File: src/sv/icd_pkg.sv
// ----------------------------------------------------------------------------
// icd_pkg
// shared widths, operation and status codes, and controller/datapath structs
// ----------------------------------------------------------------------------
`default_nettype none

package icd_pkg;

    // fixed field widths of the stream payload
    localparam int KIND_W   = 4;
    localparam int IDX_W    = 9;
    localparam int ROT_W    = 10;
    localparam int DATA_W   = 32;
    localparam int STATUS_W = 2;
    localparam int COUNT_W  = 9;

    // default sizing of the element store
    localparam int DEF_CAPACITY    = 256;
    localparam int DEF_VALUE_WIDTH = 32;

    // tdata widths, rounded up to whole bytes
    localparam int S_TDATA_W = ((IDX_W + ROT_W + DATA_W + 7) / 8) * 8;
    localparam int M_TDATA_W = ((DATA_W + COUNT_W + 7) / 8) * 8;

    typedef enum logic [KIND_W-1:0] {
        KIND_GET        = 4'd0,
        KIND_PUT        = 4'd1,
        KIND_INSERT     = 4'd2,
        KIND_PUSH_FRONT = 4'd3,
        KIND_PUSH_BACK  = 4'd4,
        KIND_REMOVE     = 4'd5,
        KIND_POP_FRONT  = 4'd6,
        KIND_POP_BACK   = 4'd7,
        KIND_ROTATE     = 4'd8
    } t_kind;

    typedef enum logic [STATUS_W-1:0] {
        ST_OK    = 2'd0,
        ST_RANGE = 2'd1,
        ST_FULL  = 2'd2,
        ST_EMPTY = 2'd3
    } t_status;

    // controller -> datapath
    typedef struct packed {
        logic in_ready;
        logic capture;
        logic plan;
        logic cap_old;
        logic mv_step;
        logic fin_wr;
        logic rd_new;
        logic cap_new;
        logic finish;
    } t_ctrl_cmd;

    // datapath -> controller
    typedef struct packed {
        logic ok;
        logic has_moves;
        logic last_move;
        logic out_busy;
    } t_dp_stat;

endpackage

`default_nettype wire

File: src/sv/icd_ctrl.sv
// ----------------------------------------------------------------------------
// icd_ctrl
// sequencer for one deque operation: plan, old read, element moves, final
// write, new read and result hand-off
// ----------------------------------------------------------------------------
`default_nettype none

module icd_ctrl
    import icd_pkg::*;
(
    input  wire logic      i_clk,
    input  wire logic      i_rst_n,
    input  wire logic      i_in_valid,
    input  wire t_dp_stat  i_stat,
    output t_ctrl_cmd      o_cmd
);

    typedef enum logic [9:0] {
        S_IDLE    = 10'b00_0000_0001,
        S_PLAN    = 10'b00_0000_0010,
        S_RD_OLD  = 10'b00_0000_0100,
        S_CAP_OLD = 10'b00_0000_1000,
        S_MOVE    = 10'b00_0001_0000,
        S_DRAIN   = 10'b00_0010_0000,
        S_FIN     = 10'b00_0100_0000,
        S_RD_NEW  = 10'b00_1000_0000,
        S_CAP_NEW = 10'b01_0000_0000,
        S_DONE    = 10'b10_0000_0000
    } t_state;

    t_state r_state;
    t_state n_state;

    always_comb begin
        n_state = r_state;
        o_cmd   = '0;
        unique case (r_state)
            S_IDLE: begin
                o_cmd.in_ready = 1'b1;
                if (i_in_valid) begin
                    o_cmd.capture = 1'b1;
                    n_state       = S_PLAN;
                end
            end
            S_PLAN: begin
                o_cmd.plan = 1'b1;
                n_state    = S_RD_OLD;
            end
            // read address was set up by the plan
            S_RD_OLD: begin
                n_state = S_CAP_OLD;
            end
            S_CAP_OLD: begin
                o_cmd.cap_old = 1'b1;
                priority if (!i_stat.ok) begin
                    n_state = S_DONE;
                end else if (i_stat.has_moves) begin
                    n_state = S_MOVE;
                end else begin
                    n_state = S_FIN;
                end
            end
            S_MOVE: begin
                o_cmd.mv_step = 1'b1;
                if (i_stat.last_move) begin
                    n_state = S_DRAIN;
                end
            end
            // last moved element is written here
            S_DRAIN: begin
                n_state = S_FIN;
            end
            S_FIN: begin
                o_cmd.fin_wr = 1'b1;
                n_state      = S_RD_NEW;
            end
            S_RD_NEW: begin
                o_cmd.rd_new = 1'b1;
                n_state      = S_CAP_NEW;
            end
            S_CAP_NEW: begin
                o_cmd.cap_new = 1'b1;
                n_state       = S_DONE;
            end
            S_DONE: begin
                if (!i_stat.out_busy) begin
                    o_cmd.finish = 1'b1;
                    n_state      = S_IDLE;
                end
            end
            default: begin
                n_state = S_IDLE;
            end
        endcase
    end

    always_ff @(posedge i_clk) begin
        if (!i_rst_n) begin
            r_state <= S_IDLE;
        end else begin
            r_state <= n_state;
        end
    end

endmodule

`default_nettype wire

File: config.mk
export PLATFORM = sky130hd
export DESIGN_NAME = icd_ctrl
export DESIGN_NICKNAME = d
export VERILOG_FILES = /design/src/sv/icd_pkg.sv /design/src/sv/icd_ctrl.sv
export SDC_FILE = /design/constraint.sdc
export NUM_CORES = 1
export LEC_CHECK = 0
export BUFFER_PORTS_ARGS = -buffer_cell sky130_fd_sc_hd__buf_2
export CAP_MARGIN = 40
export CORE_UTILIZATION = 30
export CTS_CLUSTER_SIZE = 25
export DETAILED_ROUTE_END_ITERATION = 8
export PLACE_DENSITY_LB_ADDON = 0.05
export SLEW_MARGIN = 20
export SYNTH_ARGS = -nofsm -noshare
export SYNTH_HDL_FRONTEND = slang
export SYNTH_SLANG_ARGS = --single-unit
File: constraint.sdc
create_clock -name i_clk -period 4.6 [get_ports i_clk]
set_input_delay 0 -clock i_clk [delete_from_list [all_inputs] [get_ports i_clk]]
set_output_delay 0 -clock i_clk [all_outputs]
set_load 0.01 [all_outputs]
==> results.yml, run 1 <==
setup_path:
  arrival_ns: 1.75
  worstReg2RegStart: "r_state[2]"
  cp.required_ns: 4.60
  timing.rr.end: "r_state[5]"
  regToRegSetupSlack_ns: 2.85
  worst-setup-path-type: "reg2out"
  crit_fanout: 8
  rr_worst_depth: 4
  crit_path_start_kind: "flip-flop"
  critPathLaunch: "r_state[2]"
  critPathCaptureType: "output port"
logic_synthesis:
  syn_avg_cell_area_um2: 8.35
  synth-main-ff-cell: "dfxtp_1"
  synth_enable_flop_cells: 0
  synth_top_cell_by_area: "dfxtp_1"
  ys_seq_area_share_pct: 32.4
  mappedNetlistArea_um2: 618
  yosysTopAreaCellShare_pct: 32.4
  ys_types: 32
  ys_warn_count: 0
  synth_cells: 74
  synth_seq_cells: 10
  ys_async_sr_fraction_pct: 0
  syn-num-nets: 81
  synth.area.top_cells: "dfxtp_1 (32%), nor4_4 (6.9%), nor2_1 (4.3%)"
global_route:
  grt_usage_pct: 17.9
  grt_pass1_wl_mm: 2.62
  antenna_found_initial: 0
  grt_pass1_vias: 597
  grt-ovfl-total: 0
  grt_max_degree: 9
power:
  ir_drop_v: 0.000114
  clkPwrFrac_pct: 32.7
  p_sw_uw: 54.6
  seq_power_share_pct: 48.4
  leakage_nw: 0.348
  powerDensity_nw_per_um2: 243
  intPower_uw: 135
  p_comb_share_pct: 18.9
  switching_share_pct: 28.8
sta:
  slew_violations: 0
  post-route-min-period_ns: 1.75
  finalCritPeriodShare_pct: 38.2
  layout_setup_ws_ns: 2.85
  hold_violations: 0
  worstMarginPinSlew_ns: 0.460
  fin_skew_ns: 0.00341
  rsz0062_at_grt: "false"
  setup_viol: 0
  max_slew_margin_pct: 69.1
  maxClockFrequency_ghz: 0.570
  tns_ns: 0
placed_design:
  post-place-ws_ns: 2.84
  dpl.hpwl_mm: 1.18
  dp_cells: 116
  io_buffers: 15
  place.gp.congestion: 0.758
detailed_routing:
  num_vias: 629
  drcViolationCount: 0
  ant_nets: 0
  dr.pass1.iters: 4
  drt_iter0_drc: 6
  wl_per_cell_um: 12.8
  wl_mm: 1.56
  via_per_inst: 5.16
floorplanning:
  die_h_um: 47.4
  die_x_um: 47.4
  design.core.area_um2: 1940
  ioPinCount: 16
  die_area_um2: 2250
  start_util_pct: 31.8
  rows: 16
layout:
  synthToLayoutAreaGrowth_pct: 26.1
  largest_reg_flops: 10
  final_cell_mix: "buf_2 (15), dfxtp_1 (10), nor2_1 (7)"
  drive_gt1_share_pct: 24.2
  layout_commonest_cell: "buf_2"
  finalNonFillerCells: 122
  top_register: "r_state"
  nets: 104
  top_regs: "r_state (10)"
  n_antenna_cell: 0
clocking:
  max-clock-path-buffers: 2
  holdBufCountCts: 3
  post_cts_buffers: 0
  cts_tree: "built"
  h-tree-depth: 1
  post_cts_resized: 0
  clk_latency_ns: 0.27
  cts_root_buffer: "clkbuf_4"
  path_clk_slew_ns: 0.07
  cts_made_buffers: 3
  cts.sinks: 10
worst_hold_path:
  hold_end: "r_state[6]"
  holdCritStartpoint: "i_stat[2]"
  whs_path_depth: 3
  holdCritPathClass: "in2reg"
run_status:
  status: "completed"
job:
  maxCapViolations: 0
## cell usage after synthesis (all sizes together), types with 2 or more instances
master,n
and2,2
and3,4
dfxtp,10
inv,6
nand2,5
nand2b,2
nand3,3
nand4,4
nor2,7
nor2b,3
nor3b,3
nor4,4
o211ai,2
o21a,2
o21ai,2
## critical path, stage by stage, from the launching register on
cell      delay [ns]
dfxtp_1         0.37
nor4_4          0.50
nand4b_1        0.25
inv_1           0.13
and2_1          0.12
buf_2           0.12
## power by group through the flow
stage / clock network, mW / logic (mW) / registers, mW
after CTS: 0.0639 / 0.0362 / 0.0915
after detailed placement: 0 / 0.0339 / 0.0935
after global placement: 0 / 0.0343 / 0.0937
final: 0.0620 / 0.0359 / 0.0918
after floorplan: 0 / 0.0225 / 0.0928
after global routing: 0.0697 / 0.0404 / 0.0920
## worst max-delay path by stage
stage | to | slack, ns | cells past startpoint
global placement | r_state[3] | 2.82 | 4
global route | o_cmd[7] | 2.68 | 5
finish | o_cmd[7] | 2.85 | 5
CTS | o_cmd[7] | 2.83 | 5
floorplan | r_state[2] | 3.12 | 4
detailed placement | r_state[3] | 2.84 | 4
## per-stage QoR
stage / total power, mW / cell area, µm² / util [%] / hold WS, ns
2_1_floorplan: 0.115 / 618 / - / 0.0504
3_3_place_gp: 0.128 / 727 / 37.4 / 0.262
3_5_place_dp: 0.127 / 727 / 37.4 / 0.261
4_1_cts: 0.192 / 779 / 40.1 / 0.0128
5_1_grt: 0.202 / 779 / 40.1 / 0.0408
6_report: 0.190 / 779 / 40.1 / 0.0181
## final cells by class
type	count	area, µm²
Timing Repair Buffer	18	105
Fill cell	225	1160
Tap cell	27	33.8
Sequential cell	10	200
Clock buffer	3	22.5
Multi-Input combinational cell	58	395
Inverter	6	22.5
## cells by family after synthesis
| family | after synthesis | synth area share [%] |
|---|---|---|
| and+or+nand+nor | 43 | 46.2 |
| AOI/OAI and AO/OA | 14 | 16.4 |
| DFF | 10 | 32.4 |
| buffers and inverters | 6 | 3.64 |
| xor gates and xnor gates | 1 | 1.42 |
## metal layers
metal / global-route usage [%] / up-vias / wire (µm)
met5: 0 / - / 0
met4: 12.0 / 0 / 42
met3: 4.62 / 4 / 69
met2: 26.8 / 21 / 708
met1: 22.2 / 281 / 741
li1: - / 323 / -
Power figures use the tool's default switching activity.
==> run 2, diff against run 1 <==
==> constraint.sdc (replaced) <==
create_clock -name i_clk -period 1.56 [get_ports i_clk]
set_input_delay 0 -clock i_clk [delete_from_list [all_inputs] [get_ports i_clk]]
set_output_delay 0 -clock i_clk [all_outputs]
set_load 0.01 [all_outputs]
==> results.yml, run 2 (synthesized netlist as in run 1, its figures left out) <==
detailed_routing:
  wl_mm: 1.81
  num_vias: 694
  wl_per_cell_um: 13.1
  ant_nets: 0
  drcViolationCount: 0
  via_per_inst: 5.03
  drt_iter0_drc: 13
  dr.pass1.iters: 4
layout:
  top_register: "r_state"
  top_regs: "r_state (10)"
  layout_commonest_cell: "buf_2"
  largest_reg_flops: 10
  synthToLayoutAreaGrowth_pct: 60.9
  drive_gt1_share_pct: 51.4
  n_antenna_cell: 0
  final_cell_mix: "buf_2 (14), buf_4 (12), nor2_1 (6)"
  nets: 119
power:
  powerDensity_nw_per_um2: 656
  leakage_nw: 0.440
  ir_drop_v: 0.000503
setup_path:
  worst-setup-path-type: "reg2reg"
  rr_worst_depth: 5
  critPathCaptureType: "flip-flop"
  worstReg2RegStart: "r_state[9]"
  timing.rr.end: "r_state[6]"
  regToRegSetupSlack_ns: -0.03
  crit_path_start_kind: "flip-flop"
  crit_fanout: 3
  cp.required_ns: 1.75
  arrival_ns: 1.78
worst_hold_path:
  hold_end: "r_state[6]"
  whs_path_depth: 3
  holdCritPathClass: "in2reg"
  holdCritStartpoint: "i_stat[2]"
floorplanning:
  rows: 16
  die_h_um: 47.4
  start_util_pct: 31.8
  design.core.area_um2: 1940
  die_x_um: 47.4
  die_area_um2: 2250
  ioPinCount: 16
sta:
  holdWs_ns: 0.0313
  rsz0062_at_grt: "true"
  slew_violations: 0
  layout_setup_ws_ns: -0.0280
  finalCritPeriodShare_pct: 102
  maxClockFrequency_ghz: 0.630
  setup_viol: 2
  max_slew_margin_pct: 73.3
  worstMarginPinSlew_ns: 0.395
  hold_violations: 0
  fin_skew_ns: 0.0120
  post-route-min-period_ns: 1.59
placed_design:
  place.gp.congestion: 0.831
  post-place-ws_ns: -0.0421
  dpl.hpwl_mm: 1.24
  io_buffers: 15
global_route:
  antenna_found_initial: 0
  grt_max_degree: 8
  grt_pass1_vias: 611
  grt-ovfl-total: 0
  grt_pass1_wl_mm: 2.75
  grt_usage_pct: 18.5
clocking:
  clk_latency_ns: 0.27
  max-clock-path-buffers: 2
  path_clk_slew_ns: 0.08
  cts_root_buffer: "clkbuf_4"
  h-tree-depth: 1
  cts.sinks: 10
  cts_made_buffers: 3
  cts_tree: "built"
job:
  maxCapViolations: 0
run_status:
  status: "complete, but fails checks"
  violations: "negative setup slack"
[run 2: changes by cell type in the layout (fill, tap and decap cells not counted), sizes merged]
cell / change
clkbuf: +1
buf: +15
[run 2: how the worst max path moves through the flow]
stage | slack [ns] | endpoint | depth (start not counted) | startpoint
after global placement | -0.10 | r_state[6] | 4 | r_state[4]
after CTS | -0.09 | o_cmd[7] | 6 | r_state[6]
after detailed placement | -0.04 | r_state[6] | 4 | r_state[4]
after floorplan | 0.08 | r_state[2] | 4 | r_state[2]
after global routing | -0.12 | o_cmd[7] | 6 | r_state[9]
final | -0.03 | r_state[6] | 5 | r_state[9]
[run 2: cell type report]
cell class                      count  area (µm²)
Fill cell                         201         947
Multi-Input combinational cell     58         458
Timing Repair Buffer               33         235
Sequential cell                    10         209
Clock buffer                        4        36.3
Tap cell                           27        33.8
Inverter                            6        22.5
[run 2: worst max-delay path, stage by stage, from the launching register on]
cell and delay [ns]:
dfxtp_2 0.34, nor4_4 0.30, buf_4 0.18, nand4_2 0.14
or3b_4 0.41, a21oi_2 0.13
[run 2: what timing repair did]
action | CTS | global route
hold buffers | 3 | 0
resized for setup | 10 | 16
pin swaps | 9 | 10
hold endpoints to repair | 3 | 0
setup buffers | 5 | 4
setup endpoints to repair | 12 | 17
[run 2: metal layers]
metal / share of wire [%] / up-vias / track usage (%)
met3: 3.3 / 2 / 3.46
met5: 0 / - / 0
met4: 0.66 / 0 / 10.3
li1: - / 355 / -
met2: 50 / 15 / 30.7
met1: 46 / 322 / 22.4
[run 2: through the flow]
step | power [mW] | setup TNS (ns) | utilization [%] | area (µm²) | instances
2_1_floorplan | 0.340 | 0 | - | 618 | 74
3_3_place_gp | 0.384 | -0.103 | 39.8 | 772 | 122
3_5_place_dp | 0.384 | -0.0891 | 39.8 | 772 | 122
4_1_cts | 0.639 | -0.416 | 47.0 | 912 | 134
5_1_grt | 0.689 | -0.912 | 51.2 | 995 | 138
6_report | 0.653 | -0.0397 | 51.2 | 995 | 138
[run 2: report_power, final]
part | internal (mW) | switching, mW | total (mW) | leakage [nW]
combinational | 0.0711 | 0.0715 | 0.143 | 0.336
clock | 0.142 | 0.100 | 0.242 | 0.0210
sequential | 0.260 | 0.00842 | 0.269 | 0.0839
==> run 3, diff against run 2 <==
--- a/config.mk
+++ b/config.mk
@@ -7,10 +7,11 @@
 export LEC_CHECK = 0
 export BUFFER_PORTS_ARGS = -buffer_cell sky130_fd_sc_hd__buf_2
 export CAP_MARGIN = 40
-export CORE_UTILIZATION = 30
+export CORE_UTILIZATION = 44
 export CTS_CLUSTER_SIZE = 25
 export DETAILED_ROUTE_END_ITERATION = 8
 export PLACE_DENSITY_LB_ADDON = 0.05
+export SKIP_LAST_GASP = 1
 export SLEW_MARGIN = 20
 export SYNTH_ARGS = -nofsm -noshare
 export SYNTH_HDL_FRONTEND = slang
==> results.yml, run 3 (synthesized netlist as in run 1, its figures left out) <==
clocking:
  clk_latency_ns: 0.26
  cts_made_buffers: 3
  max-clock-path-buffers: 2
  h-tree-depth: 1
  cts_root_buffer: "clkbuf_4"
  cts.sinks: 10
  cts_tree: "built"
  path_clk_slew_ns: 0.06
setup_path:
  cp.required_ns: 1.56
  arrival_ns: 1.63
  worst-setup-path-type: "reg2out"
  critPathCaptureType: "output port"
  rr_worst_depth: 6
  worstReg2RegStart: "r_state[7]"
  crit_fanout: 5
  regToRegSetupSlack_ns: -0.03
  crit_path_start_kind: "flip-flop"
  timing.rr.end: "r_state[3]"
global_route:
  antenna_found_initial: 0
  grt_max_degree: 7
  grt_pass1_wl_mm: 2.93
  grt_pass1_vias: 641
  grt-ovfl-total: 0
  grt_usage_pct: 29.4
sta:
  post-route-min-period_ns: 1.63
  hold_violations: 0
  fin_skew_ns: 0.00161
  worstMarginPinSlew_ns: 0.367
  holdWs_ns: 0.0121
  layout_setup_ws_ns: -0.0710
  rsz0062_at_grt: "true"
  slew_violations: 0
  finalCritPeriodShare_pct: 105
  setup_viol: 12
  maxClockFrequency_ghz: 0.613
  max_slew_margin_pct: 75.4
floorplanning:
  ioPinCount: 16
  start_util_pct: 47.5
  rows: 13
  die_area_um2: 1560
  design.core.area_um2: 1300
  die_x_um: 39.5
  die_h_um: 39.5
layout:
  regArea_um2: 213
  synthToLayoutAreaGrowth_pct: 56.5
  postLayoutCoreUtil_pct: 74.3
  largest_reg_flops: 10
  fillers: 100
  multi_input_area_um2: 519
  top_register: "r_state"
  layout_commonest_cell: "buf_2"
  drive_gt1_share_pct: 53.4
  final_cell_mix: "buf_2 (15), buf_4 (7), inv_1 (6)"
  top_regs: "r_state (10)"
  n_antenna_cell: 0
  nets: 112
detailed_routing:
  drt_iter0_drc: 9
  drcViolationCount: 0
  wl_mm: 1.76
  num_vias: 663
  dr.pass1.iters: 4
  ant_nets: 0
  via_per_inst: 5.62
  wl_per_cell_um: 14.9
run_status:
  status: "complete, but fails checks"
  violations: "negative setup slack"
power:
  leakage_nw: 0.404
  ir_drop_v: 0.000456
  powerDensity_nw_per_um2: 620
placed_design:
  io_buffers: 15
  post-place-ws_ns: -0.0399
  place.gp.congestion: 0.767
  dpl.hpwl_mm: 1.15
worst_hold_path:
  whs_path_depth: 3
  holdCritPathClass: "in2reg"
  holdCritStartpoint: "i_stat[2]"
  hold_end: "r_state[6]"
job:
  maxCapViolations: 0
-- run 3: cell count changes in the layout (fill, tap and decap cells not counted), moves of 2 or more --
cell           change
buf_4              -5
dlygate4sd3_1      -2
nor2_1             -2
nor2_2             +2
-- run 3: layout make-up --
cell class	count	area share, %
clock buffers	3	2.33
inverters	6	2.33
multi-input cells	58	53.7
flip-flops and latches	10	22.0
well taps	15	1.94
repair buffers	26	17.7
-- run 3: metal layers --
metal	GRT usage (%)	up-vias	wire length [µm]
li1	-	343	-
met1	35.9	305	795
met2	48.4	13	895
met3	6.82	2	54
met4	12.9	0	16
met5	0	-	0
-- run 3: power breakdown --
group | internal (mW) | switching, mW
Combinational | 0.0738 | 0.0819
Clock | 0.0890 | 0.0853
Sequential | 0.259 | 0.0110
-- run 3: worst max path at each step --
stage          startpoint          to  slack, ns  depth (start not counted)
2_1_floorplan  r_state[2]  r_state[2]       0.08                          4
3_3_place_gp   r_state[2]  r_state[3]      -0.07                          5
3_5_place_dp   r_state[2]  r_state[3]      -0.04                          5
4_1_cts        r_state[7]    o_cmd[0]      -0.05                          5
5_1_grt        r_state[7]    o_cmd[7]      -0.23                          6
6_report       r_state[7]    o_cmd[6]      -0.07                          6
-- run 3: what timing repair did --
item | in CTS | in global routing
setup buffers | 3 | 3
hold buffers | 0 | 1
hold endpoints to repair | 0 | 1
endpoints found under the setup margin | 9 | 17
resized for setup | 13 | 21
pin swaps | 3 | 14
-- run 3: worst max-delay path, cell delays in order (launching register included) --
cell     delay (ns)
dfxtp_4        0.35
nor4_4         0.31
buf_4          0.17
buf_6          0.11
nand2_1        0.07
nor3b_2        0.21
buf_2          0.16
-- run 3: metrics by stage --
stage / TNS, ns / instance area [µm²] / power (mW) / cells
floorplan: 0 / 618 / 0.340 / 74
global placement: -0.230 / 742 / 0.381 / 108
detailed placement: -0.0607 / 742 / 0.382 / 108
CTS: -0.0984 / 838 / 0.564 / 114
global route: -1.99 / 967 / 0.644 / 118
finish: -0.328 / 967 / 0.600 / 118
